$ cat src/design/two_dimensional_parity_defines.svh
// Assertion helpers for the design files; tdp_emit includes them.
`ifndef TWO_DIMENSIONAL_PARITY_DEFINES_SVH
`define TWO_DIMENSIONAL_PARITY_DEFINES_SVH

// Checked on every clock edge outside reset.
`define TDP_ASSERT(lbl, prop, msg) \
  lbl: assert property (@(posedge clk) disable iff (!rst_n) prop) \
    else $error(msg);

// Checked on every clock edge, reset included.
`define TDP_ASSERT_RST(lbl, prop, msg) \
  lbl: assert property (@(posedge clk) prop) \
    else $error(msg);

`endif

$ cat src/design/tdp_pkg.sv
`default_nettype none
package tdp_pkg;

  localparam int MAX_ROWS = 16;
  localparam int MAX_COLS = 16;
  localparam int ROW_W    = $clog2(MAX_ROWS);
  localparam int COL_W    = $clog2(MAX_COLS);
  localparam int RCNT_W   = $clog2(MAX_ROWS + 1);
  localparam int CCNT_W   = $clog2(MAX_COLS + 1);

  localparam int SIZE_W   = 5;
  localparam int POS_W    = 4;
  localparam int KIND_W   = 2;
  localparam int DATA_W   = 32;
  localparam int ADDR_W   = 4;

  localparam logic [SIZE_W-1:0] ROWS_RST = 5'd4;
  localparam logic [SIZE_W-1:0] COLS_RST = 5'd8;

  typedef enum logic [1:0] {
    REG_ROW_COUNT = 2'd0,
    REG_COL_COUNT = 2'd1,
    REG_ODD       = 2'd2,
    REG_CHECK     = 2'd3
  } reg_idx_t;

  typedef enum logic [KIND_W-1:0] {
    KIND_ROW    = 2'd0,
    KIND_COL    = 2'd1,
    KIND_CORNER = 2'd2,
    KIND_REPORT = 2'd3
  } kind_t;

  typedef enum logic [1:0] {
    MAT_NONE,
    MAT_ENC,
    MAT_CHK
  } mat_t;

  typedef enum logic [1:0] {
    PH_ROW,
    PH_COL,
    PH_CORNER,
    PH_REPORT
  } phase_t;

  typedef struct packed {
    logic [SIZE_W-1:0] row_count;
    logic [SIZE_W-1:0] col_count;
    logic              odd_parity;
    logic              check_mode;
  } cfg_t;

  // Everything the output sequencer needs for the results of one word.
  typedef struct packed {
    logic                has_row;
    logic [ROW_W-1:0]    row_pos;
    logic                row_par;
    mat_t                mat;
    logic [MAX_COLS-1:0] col_par;
    logic [COL_W-1:0]    last_col;
    logic                corner;
    logic                row_err;
    logic [ROW_W-1:0]    err_row;
    logic                col_err;
    logic [COL_W-1:0]    err_col;
  } job_t;

endpackage
`default_nettype wire

$ cat src/design/tdp_regs.sv
`default_nettype none
module tdp_regs (
  input  wire logic                      clk,
  input  wire logic                      rst_n,
  input  wire logic                      psel,
  input  wire logic                      penable,
  input  wire logic                      pwrite,
  input  wire logic [tdp_pkg::ADDR_W-1:0] paddr,
  input  wire logic [tdp_pkg::DATA_W-1:0] pwdata,
  output logic      [tdp_pkg::DATA_W-1:0] prdata,
  output logic                           pready,
  output tdp_pkg::cfg_t                  cfg
);
  import tdp_pkg::*;

  cfg_t     cfg_r, cfg_nxt;
  reg_idx_t idx;
  logic     wr_en;

  assign idx    = reg_idx_t'(paddr[ADDR_W-1:2]);
  assign wr_en  = psel && penable && pwrite;
  assign pready = 1'b1;
  assign cfg    = cfg_r;

  always_comb begin
    cfg_nxt = cfg_r;
    if (wr_en) begin
      unique case (idx)
        REG_ROW_COUNT: cfg_nxt.row_count  = pwdata[SIZE_W-1:0];
        REG_COL_COUNT: cfg_nxt.col_count  = pwdata[SIZE_W-1:0];
        REG_ODD:       cfg_nxt.odd_parity = pwdata[0];
        REG_CHECK:     cfg_nxt.check_mode = pwdata[0];
        default:       cfg_nxt = cfg_r;
      endcase
    end
  end

  always_comb begin
    unique case (idx)
      REG_ROW_COUNT: prdata = DATA_W'(cfg_r.row_count);
      REG_COL_COUNT: prdata = DATA_W'(cfg_r.col_count);
      REG_ODD:       prdata = DATA_W'(cfg_r.odd_parity);
      REG_CHECK:     prdata = DATA_W'(cfg_r.check_mode);
      default:       prdata = '0;
    endcase
  end

  always_ff @(posedge clk) begin
    if (!rst_n) begin
      cfg_r.row_count  <= ROWS_RST;
      cfg_r.col_count  <= COLS_RST;
      cfg_r.odd_parity <= 1'b0;
      cfg_r.check_mode <= 1'b0;
    end else begin
      cfg_r <= cfg_nxt;
    end
  end

endmodule
`default_nettype wire

$ cat src/design/tdp_core.sv
`default_nettype none
module tdp_core (
  input  wire logic          clk,
  input  wire logic          rst_n,
  input  wire tdp_pkg::cfg_t cfg,
  input  wire logic          accept,
  input  wire logic          data_bit,
  output logic               push,
  output tdp_pkg::job_t      job
);
  import tdp_pkg::*;

  logic                row_acc_r, row_acc_nxt;
  logic [MAX_COLS-1:0] col_acc_r, col_acc_nxt;
  logic [ROW_W-1:0]    row_pos_r, row_pos_nxt;
  logic [COL_W-1:0]    col_pos_r, col_pos_nxt;
  logic [MAX_ROWS-1:0] st_row_r, st_row_nxt;
  logic [MAX_COLS-1:0] st_col_r, st_col_nxt;
  logic                bad_vld_r, bad_vld_nxt;
  logic [ROW_W-1:0]    bad_row_r, bad_row_nxt;

  logic [RCNT_W-1:0]   rows;
  logic [CCNT_W-1:0]   cols;
  logic                row_acc_x;
  logic [MAX_COLS-1:0] col_acc_x;
  logic                row_end, mat_end, rpar, mism;
  logic                bad_vld_x;
  logic [ROW_W-1:0]    bad_row_x;
  logic [MAX_COLS-1:0] col_mask, col_par, col_diff;
  logic [COL_W-1:0]    first_col;

  always_comb begin
    if (cfg.row_count == '0)
      rows = RCNT_W'(1);
    else if (32'(cfg.row_count) > MAX_ROWS)
      rows = RCNT_W'(MAX_ROWS);
    else
      rows = RCNT_W'(cfg.row_count);
    if (cfg.col_count == '0)
      cols = CCNT_W'(1);
    else if (32'(cfg.col_count) > MAX_COLS)
      cols = CCNT_W'(MAX_COLS);
    else
      cols = CCNT_W'(cfg.col_count);
  end

  always_comb begin
    for (int i = 0; i < MAX_COLS; i++) begin
      col_mask[i] = (CCNT_W'(i) < cols);
    end
  end

  assign row_acc_x = row_acc_r ^ data_bit;
  assign col_acc_x = col_acc_r ^ (MAX_COLS'(data_bit) << col_pos_r);
  assign row_end   = ({1'b0, col_pos_r} + CCNT_W'(1)) >= cols;
  assign mat_end   = row_end && (({1'b0, row_pos_r} + RCNT_W'(1)) >= rows);
  assign rpar      = row_acc_x ^ cfg.odd_parity;
  assign mism      = st_row_r[row_pos_r] != rpar;

  // first mismatching row in check mode, held from the row end that finds it
  always_comb begin
    bad_vld_x = bad_vld_r;
    bad_row_x = bad_row_r;
    if (row_end && cfg.check_mode && mism && !bad_vld_r) begin
      bad_vld_x = 1'b1;
      bad_row_x = row_pos_r;
    end
  end

  assign col_par  = col_acc_x ^ {MAX_COLS{cfg.odd_parity}};
  assign col_diff = (col_par ^ st_col_r) & col_mask;

  // lowest set bit of col_diff
  always_comb begin
    first_col = '0;
    for (int i = MAX_COLS - 1; i >= 0; i--) begin
      if (col_diff[i]) first_col = COL_W'(i);
    end
  end

  always_comb begin
    job.has_row  = row_end && !cfg.check_mode;
    job.row_pos  = row_pos_r;
    job.row_par  = rpar;
    job.mat      = !mat_end ? MAT_NONE : (cfg.check_mode ? MAT_CHK : MAT_ENC);
    job.col_par  = col_par;
    job.last_col = COL_W'(cols - CCNT_W'(1));
    job.corner   = (^(col_par & col_mask)) ^ cfg.odd_parity;
    job.row_err  = bad_vld_x;
    job.err_row  = bad_vld_x ? bad_row_x : '0;
    job.col_err  = |col_diff;
    job.err_col  = first_col;
  end

  assign push = accept && (job.has_row || mat_end);

  always_comb begin
    row_acc_nxt = row_acc_r;
    col_acc_nxt = col_acc_r;
    row_pos_nxt = row_pos_r;
    col_pos_nxt = col_pos_r;
    st_row_nxt  = st_row_r;
    st_col_nxt  = st_col_r;
    bad_vld_nxt = bad_vld_r;
    bad_row_nxt = bad_row_r;
    if (accept) begin
      col_acc_nxt = col_acc_x;
      if (!row_end) begin
        row_acc_nxt = row_acc_x;
        col_pos_nxt = col_pos_r + COL_W'(1);
      end else begin
        row_acc_nxt = 1'b0;
        col_pos_nxt = '0;
        if (!cfg.check_mode) st_row_nxt[row_pos_r] = rpar;
        if (!mat_end) begin
          row_pos_nxt = row_pos_r + ROW_W'(1);
          bad_vld_nxt = bad_vld_x;
          bad_row_nxt = bad_row_x;
        end else begin
          if (!cfg.check_mode) st_col_nxt = (st_col_r & ~col_mask) | (col_par & col_mask);
          col_acc_nxt = '0;
          row_pos_nxt = '0;
          bad_vld_nxt = 1'b0;
          bad_row_nxt = '0;
        end
      end
    end
  end

  always_ff @(posedge clk) begin
    if (!rst_n) begin
      row_acc_r <= 1'b0;
      col_acc_r <= '0;
      row_pos_r <= '0;
      col_pos_r <= '0;
      st_row_r  <= '0;
      st_col_r  <= '0;
      bad_vld_r <= 1'b0;
      bad_row_r <= '0;
    end else begin
      row_acc_r <= row_acc_nxt;
      col_acc_r <= col_acc_nxt;
      row_pos_r <= row_pos_nxt;
      col_pos_r <= col_pos_nxt;
      st_row_r  <= st_row_nxt;
      st_col_r  <= st_col_nxt;
      bad_vld_r <= bad_vld_nxt;
      bad_row_r <= bad_row_nxt;
    end
  end

endmodule
`default_nettype wire

$ cat src/design/tdp_emit.sv
`default_nettype none
`include "two_dimensional_parity_defines.svh"
module tdp_emit (
  input  wire logic                        clk,
  input  wire logic                        rst_n,
  input  wire logic                        push,
  input  wire tdp_pkg::job_t               job_in,
  output logic                             in_ready,
  output logic                             out_valid,
  input  wire logic                        out_ready,
  output logic [tdp_pkg::KIND_W-1:0]       out_result_kind,
  output logic [tdp_pkg::POS_W-1:0]        out_position,
  output logic                             out_parity_bit,
  output logic                             out_row_error_found,
  output logic [tdp_pkg::POS_W-1:0]        out_error_row,
  output logic                             out_col_error_found,
  output logic [tdp_pkg::POS_W-1:0]        out_error_col,
  output logic                             out_last_result
);
  import tdp_pkg::*;

  job_t             job_r, job_nxt;
  logic             busy_r, busy_nxt;
  phase_t           phase_r, phase_nxt;
  logic [COL_W-1:0] col_r, col_nxt;
  logic             out_fire, last, done;
  kind_t            kind;

  assign out_fire  = busy_r && out_ready;
  assign done      = out_fire && last;
  assign in_ready  = !busy_r || done;
  assign out_valid = busy_r;

  always_comb begin
    last                = 1'b0;
    kind                = KIND_ROW;
    out_position        = '0;
    out_parity_bit      = 1'b0;
    out_row_error_found = 1'b0;
    out_error_row       = '0;
    out_col_error_found = 1'b0;
    out_error_col       = '0;
    unique case (phase_r)
      PH_ROW: begin
        kind           = KIND_ROW;
        last           = job_r.mat == MAT_NONE;
        out_position   = POS_W'(job_r.row_pos);
        out_parity_bit = job_r.row_par;
      end
      PH_COL: begin
        kind           = KIND_COL;
        out_position   = POS_W'(col_r);
        out_parity_bit = job_r.col_par[col_r];
      end
      PH_CORNER: begin
        kind           = KIND_CORNER;
        last           = 1'b1;
        out_parity_bit = job_r.corner;
      end
      PH_REPORT: begin
        kind                = KIND_REPORT;
        last                = 1'b1;
        out_row_error_found = job_r.row_err;
        out_error_row       = POS_W'(job_r.err_row);
        out_col_error_found = job_r.col_err;
        out_error_col       = POS_W'(job_r.err_col);
      end
      default: last = 1'b1;
    endcase
  end

  assign out_result_kind = kind;
  assign out_last_result = last;

  always_comb begin
    job_nxt   = job_r;
    busy_nxt  = busy_r;
    phase_nxt = phase_r;
    col_nxt   = col_r;
    if (push) begin
      job_nxt  = job_in;
      busy_nxt = 1'b1;
      col_nxt  = '0;
      if (job_in.has_row)
        phase_nxt = PH_ROW;
      else if (job_in.mat == MAT_ENC)
        phase_nxt = PH_COL;
      else
        phase_nxt = PH_REPORT;
    end else if (done) begin
      busy_nxt = 1'b0;
    end else if (out_fire) begin
      unique case (phase_r)
        PH_ROW: begin
          col_nxt   = '0;
          phase_nxt = (job_r.mat == MAT_ENC) ? PH_COL : PH_REPORT;
        end
        PH_COL: begin
          if (col_r == job_r.last_col)
            phase_nxt = PH_CORNER;
          else
            col_nxt = col_r + COL_W'(1);
        end
        default: phase_nxt = phase_r;
      endcase
    end
  end

  always_ff @(posedge clk) begin
    if (!rst_n) begin
      busy_r  <= 1'b0;
      phase_r <= PH_ROW;
      col_r   <= '0;
    end else begin
      busy_r  <= busy_nxt;
      phase_r <= phase_nxt;
      col_r   <= col_nxt;
    end
  end

  always_ff @(posedge clk) begin
    job_r <= job_nxt;
  end

  `TDP_ASSERT(a_ready_when_empty, !busy_r |-> in_ready, "empty slot must take a word")
  `TDP_ASSERT(a_col_only_enc, busy_r && phase_r == PH_COL |-> job_r.mat == MAT_ENC, "column phase outside encode")
  `TDP_ASSERT(a_col_in_range, busy_r && phase_r == PH_COL |-> col_r <= job_r.last_col, "column index past last column")
  `TDP_ASSERT(a_drain, done && !push |=> !busy_r, "slot not freed after last result")
  `TDP_ASSERT_RST(a_reset_idle, !rst_n |=> !busy_r, "reset must empty the slot")

endmodule
`default_nettype wire

$ cat src/design/two_dimensional_parity.sv
// Two-dimensional parity generator/checker, one matrix bit per input word.
// Latency: a word's first result, if it has any, is offered the cycle after it is accepted.
// Throughput: one word per cycle while each word's results leave as offered; input stalls
// while results wait in the output slot, so an encode matrix end (cols+2 results: row,
// columns, corner) holds the input until its corner result is taken.
// Reset (rst_n, synchronous): accumulators, positions and stored parities clear;
// registers return to 4 rows, 8 columns, even parity, encode mode.
`default_nettype none
module two_dimensional_parity (
  input  wire logic                       clk,
  input  wire logic                       rst_n,
  input  wire logic                       psel,
  input  wire logic                       penable,
  input  wire logic                       pwrite,
  input  wire logic [tdp_pkg::ADDR_W-1:0] paddr,
  input  wire logic [tdp_pkg::DATA_W-1:0] pwdata,
  output logic      [tdp_pkg::DATA_W-1:0] prdata,
  output logic                            pready,
  input  wire logic                       in_valid,
  output logic                            in_ready,
  input  wire logic                       in_data_bit,
  output logic                            out_valid,
  input  wire logic                       out_ready,
  output logic [tdp_pkg::KIND_W-1:0]      out_result_kind,
  output logic [tdp_pkg::POS_W-1:0]       out_position,
  output logic                            out_parity_bit,
  output logic                            out_row_error_found,
  output logic [tdp_pkg::POS_W-1:0]       out_error_row,
  output logic                            out_col_error_found,
  output logic [tdp_pkg::POS_W-1:0]       out_error_col,
  output logic                            out_last_result
);
  import tdp_pkg::*;

  cfg_t cfg;
  job_t job;
  logic push;
  logic accept;

  assign accept = in_valid && in_ready;

  tdp_regs u_regs (
    .clk     (clk),
    .rst_n   (rst_n),
    .psel    (psel),
    .penable (penable),
    .pwrite  (pwrite),
    .paddr   (paddr),
    .pwdata  (pwdata),
    .prdata  (prdata),
    .pready  (pready),
    .cfg     (cfg)
  );

  tdp_core u_core (
    .clk      (clk),
    .rst_n    (rst_n),
    .cfg      (cfg),
    .accept   (accept),
    .data_bit (in_data_bit),
    .push     (push),
    .job      (job)
  );

  tdp_emit u_emit (
    .clk                 (clk),
    .rst_n               (rst_n),
    .push                (push),
    .job_in              (job),
    .in_ready            (in_ready),
    .out_valid           (out_valid),
    .out_ready           (out_ready),
    .out_result_kind     (out_result_kind),
    .out_position        (out_position),
    .out_parity_bit      (out_parity_bit),
    .out_row_error_found (out_row_error_found),
    .out_error_row       (out_error_row),
    .out_col_error_found (out_col_error_found),
    .out_error_col       (out_error_col),
    .out_last_result     (out_last_result)
  );

endmodule
`default_nettype wire
$ cat config.mk
export PLATFORM = sky130hd
export DESIGN_NAME = two_dimensional_parity
export DESIGN_NICKNAME = d
export VERILOG_FILES = /design/src/design/tdp_pkg.sv /design/src/design/tdp_regs.sv /design/src/design/tdp_core.sv /design/src/design/tdp_emit.sv /design/src/design/two_dimensional_parity.sv
export VERILOG_INCLUDE_DIRS = /design/src /design/src/design
export SDC_FILE = /design/constraint.sdc
export NUM_CORES = 1
export LEC_CHECK = 0
export BUFFER_PORTS_ARGS = -buffer_cell sky130_fd_sc_hd__buf_2
export CAP_MARGIN = 10
export CORE_ASPECT_RATIO = 1.75
export CORE_MARGIN = 4
export CORE_UTILIZATION = 53
export DETAILED_ROUTE_END_ITERATION = 10
export PLACE_DENSITY = 0.77
export SLEW_MARGIN = 15
export SYNTH_ARGS = -nofsm -noshare
export SYNTH_HDL_FRONTEND = slang
export SYNTH_SLANG_ARGS = --single-unit
$ cat constraint.sdc
create_clock -name clk -period 3.9 [get_ports clk]
set_clock_uncertainty 0.05 [all_clocks]
set_input_delay 0.78 -clock clk [delete_from_list [all_inputs] [get_ports clk]]
set_output_delay 0.78 -clock clk [all_outputs]
set_load 0.005 [all_outputs]
==> impl_metrics.ini <==
[routing]
wl_per_cell_um = 18.4
drc = 0
firstDrtPassIters = 5
drt_iter0_markers = 483
drtAntennaViolNets = 0
drt_wl_total_um = 18100
via_count = 5739
via_per_inst = 5.83

[critical_path]
r2r_slack_ns = 0.61
endpoint_kind = primary output
crit_top_cell = mux4_2
cp-start-kind = flip-flop
path_cells = mux4_2 -> mux4_2 -> mux2i_1 -> o21ai_0 -> buf_2
cp.required_ns = 3.07
crit_slowest_cell = dfxtp_1
slowest_delay_ns = 0.65
crit_arrival_ns = 2.59
path_class = flip-flop to primary output
crit_family = multiplexers
path_buf_inv = 1
cp_max_fo = 9

[worst_hold_path]
hp-class = flip-flop to flip-flop

[yosys]
ys_seq_area_frac = 0.381
synth_edf_count = 38
ys_async_sr_fraction = 0
synth_cells = 770
ys_ff_latch = 119
ys.flop_type = dfxtp_1
yosysWarnings = 0
syn_area_um2 = 7250
synthDistinctLibCells = 67
avgSynthCellArea_um2 = 9.42

[flow_run]
max_cap_violations = 0

[global_routing]
grt_use_met2 = 0.438
grt_util_met3 = 0.0444
first_global_vias = 5942
grt-ovfl-total = 0
grtUsageTotal = 0.244
met1_usage = 0.238
grt_pass1_wl_um = 28900
grt_max_degree = 41
top_usage_layer = met2
antenna_found_initial = 0

[pwr]
seqPwrFrac = 0.420
p_per_area_nw_per_um2 = 381
p_comb_frac = 0.073
p_leak_nw = 3.34
intPower_mw = 2.37
p_switching_uw = 717
ir_drop_uv = 339
clkPwrFrac = 0.507
switching_share = 0.233

[clock_tree]
max-clock-path-buffers = 2
clk_pin_slew_ns = 0.06
h-tree-depth = 4
cts_root_buf = clkbuf_16
clkLatencyLatePin_ns = 0.42
cts.sinks = 119
ctsHoldBuffers = 0
cts_resized = 0
cts_tree = yes
cts_buffers = 17
cts_setup_buffers = 0

[placement]
place.gp.congestion = 0.905
post-dp-hpwl_um = 13200
io_buffers = 39

[sta]
maxSlewHeadroom = 0.363
worst_slew_pin_slew_ns = 0.948
tns_ns = 0
post-route-min-period_ns = 3.42
fmax_mhz = 292
setup_viol = 0
rsz0062_at_grt = no
hold_violations = 0
drv_slew = 0
min_period_over_period = 0.877

[floorplanning]
core_um2 = 13400
dieArea_um2 = 15700
chipWidth_um = 96.4
pin_count = 97
start_util = 0.542
fp.dieH_um = 163
rows = 56

[layout]
diodes = 0
multi_input_area_um2 = 4110
n_fill_cell = 1090
fin_util = 0.605
regArea_um2 = 2760
layout-drive-gt1-share = 0.141
area_delta_synth_final_pct = 11.6
nNetsFinal = 857

[run_status]
status = completed
[cells by family after synthesis]
group	share of synthesized area
other	0.00104
AOI/OAI and AO/OA	0.110
buffers and inverters	0.0654
adders and majority gates	0.0273
and+or+nand+nor	0.190
muxes	0.0852
DFF	0.381
xor gates and xnor gates	0.140
[layer usage]
metal / wire (um) / vias to the layer above / share of wire
li1: - / 2692 / -
met1: 6080 / 2751 / 0.34
met2: 9870 / 212 / 0.54
met3: 743 / 84 / 0.041
met4: 1430 / 0 / 0.079
met5: 0 / - / 0
[stage by stage]
stage	power [mW]	hold slack (ns)	cell area, um^2	cells	worst slack, ns
floorplan	1.50	0.385	7350	796	0.145
global placement	1.54	0.392	7500	953	0.528
detailed placement	1.54	0.401	7500	953	0.434
CTS	3.10	0.412	8090	985	0.459
global route	3.18	0.431	8090	985	0.318
finish	3.09	0.413	8090	985	0.478
[worst paths after layout]
kind	from	cells past startpoint	to
worst max-delay path	u_emit.col_r[0]$_SDFFE_PP0P_	5	out_parity_bit
worst max register to register	u_core.row_pos_r[0]$_SDFFE_PN0P_	11	u_core.bad_row_r[0]$_SDFFE_PN0P_
worst min-delay path	u_core.st_row_r[3]$_SDFFE_PN0P_	2	u_core.st_row_r[3]$_SDFFE_PN0P_
worst min register to register	u_core.st_row_r[3]$_SDFFE_PN0P_	2	u_core.st_row_r[3]$_SDFFE_PN0P_
[Yosys cell counts (19+ instances only)]
cell type  instances  share of area
o21ai_0           24          0.017
nand2_1           77          0.040
dfxtp_1           81           0.22
mux2i_1           37          0.051
xor2_1            27          0.033
edfxtp_1          38           0.16
nor2_1            75          0.039
nand3_1           29          0.020
clkbuf_1          31          0.016
nor2b_1           19          0.016
buf_4             31          0.032
xnor2_1           50          0.060
a21oi_1           21          0.014
[power groups by stage]
stage | clock (mW) | sequential [mW] | combinational (mW)
2_1_floorplan | 0 | 1.32 | 0.180
3_3_place_gp | 0 | 1.32 | 0.214
3_5_place_dp | 0 | 1.32 | 0.220
4_1_cts | 1.58 | 1.30 | 0.221
5_1_grt | 1.64 | 1.30 | 0.245
6_report | 1.57 | 1.30 | 0.224
[cell type report]
class                           count  share of cell area
Inverter                           17             0.00788
Multi-Input combinational cell    586               0.508
Tap cell                          174              0.0269
Sequential cell                   119               0.341
Timing Repair Buffer               57              0.0424
Clock inverter                     11              0.0151
Clock buffer                       21              0.0583
[tightest hold or removal path, cell delays in order, from the launching register on]
cell and delay [ns]:
dfxtp_1 0.30, nand2_1 0.05, mux2i_1 0.06
[layout by cell type, fill, tap and decap left out, types with 6 or more instances in the layout]
cell,instances
nand3_1,29
buf_2,39
o21ai_0,24
nand2b_1,9
o31ai_1,6
xor2_1,27
nand2_1,77
xnor2_1,50
xnor3_1,13
nand4_1,7
a21oi_1,21
mux2i_1,37
o211ai_1,8
inv_1,16
edfxtp_1,38
mux4_2,11
clkbuf_16,18
conb_1,28
nor3_1,18
dfxtp_1,81
nor2_1,75
nor2b_1,19
ha_1,15
a21boi_0,9
and2_1,10
a21o_1,11
buf_4,17
and3_1,13
(Power assumes the default switching activity.)
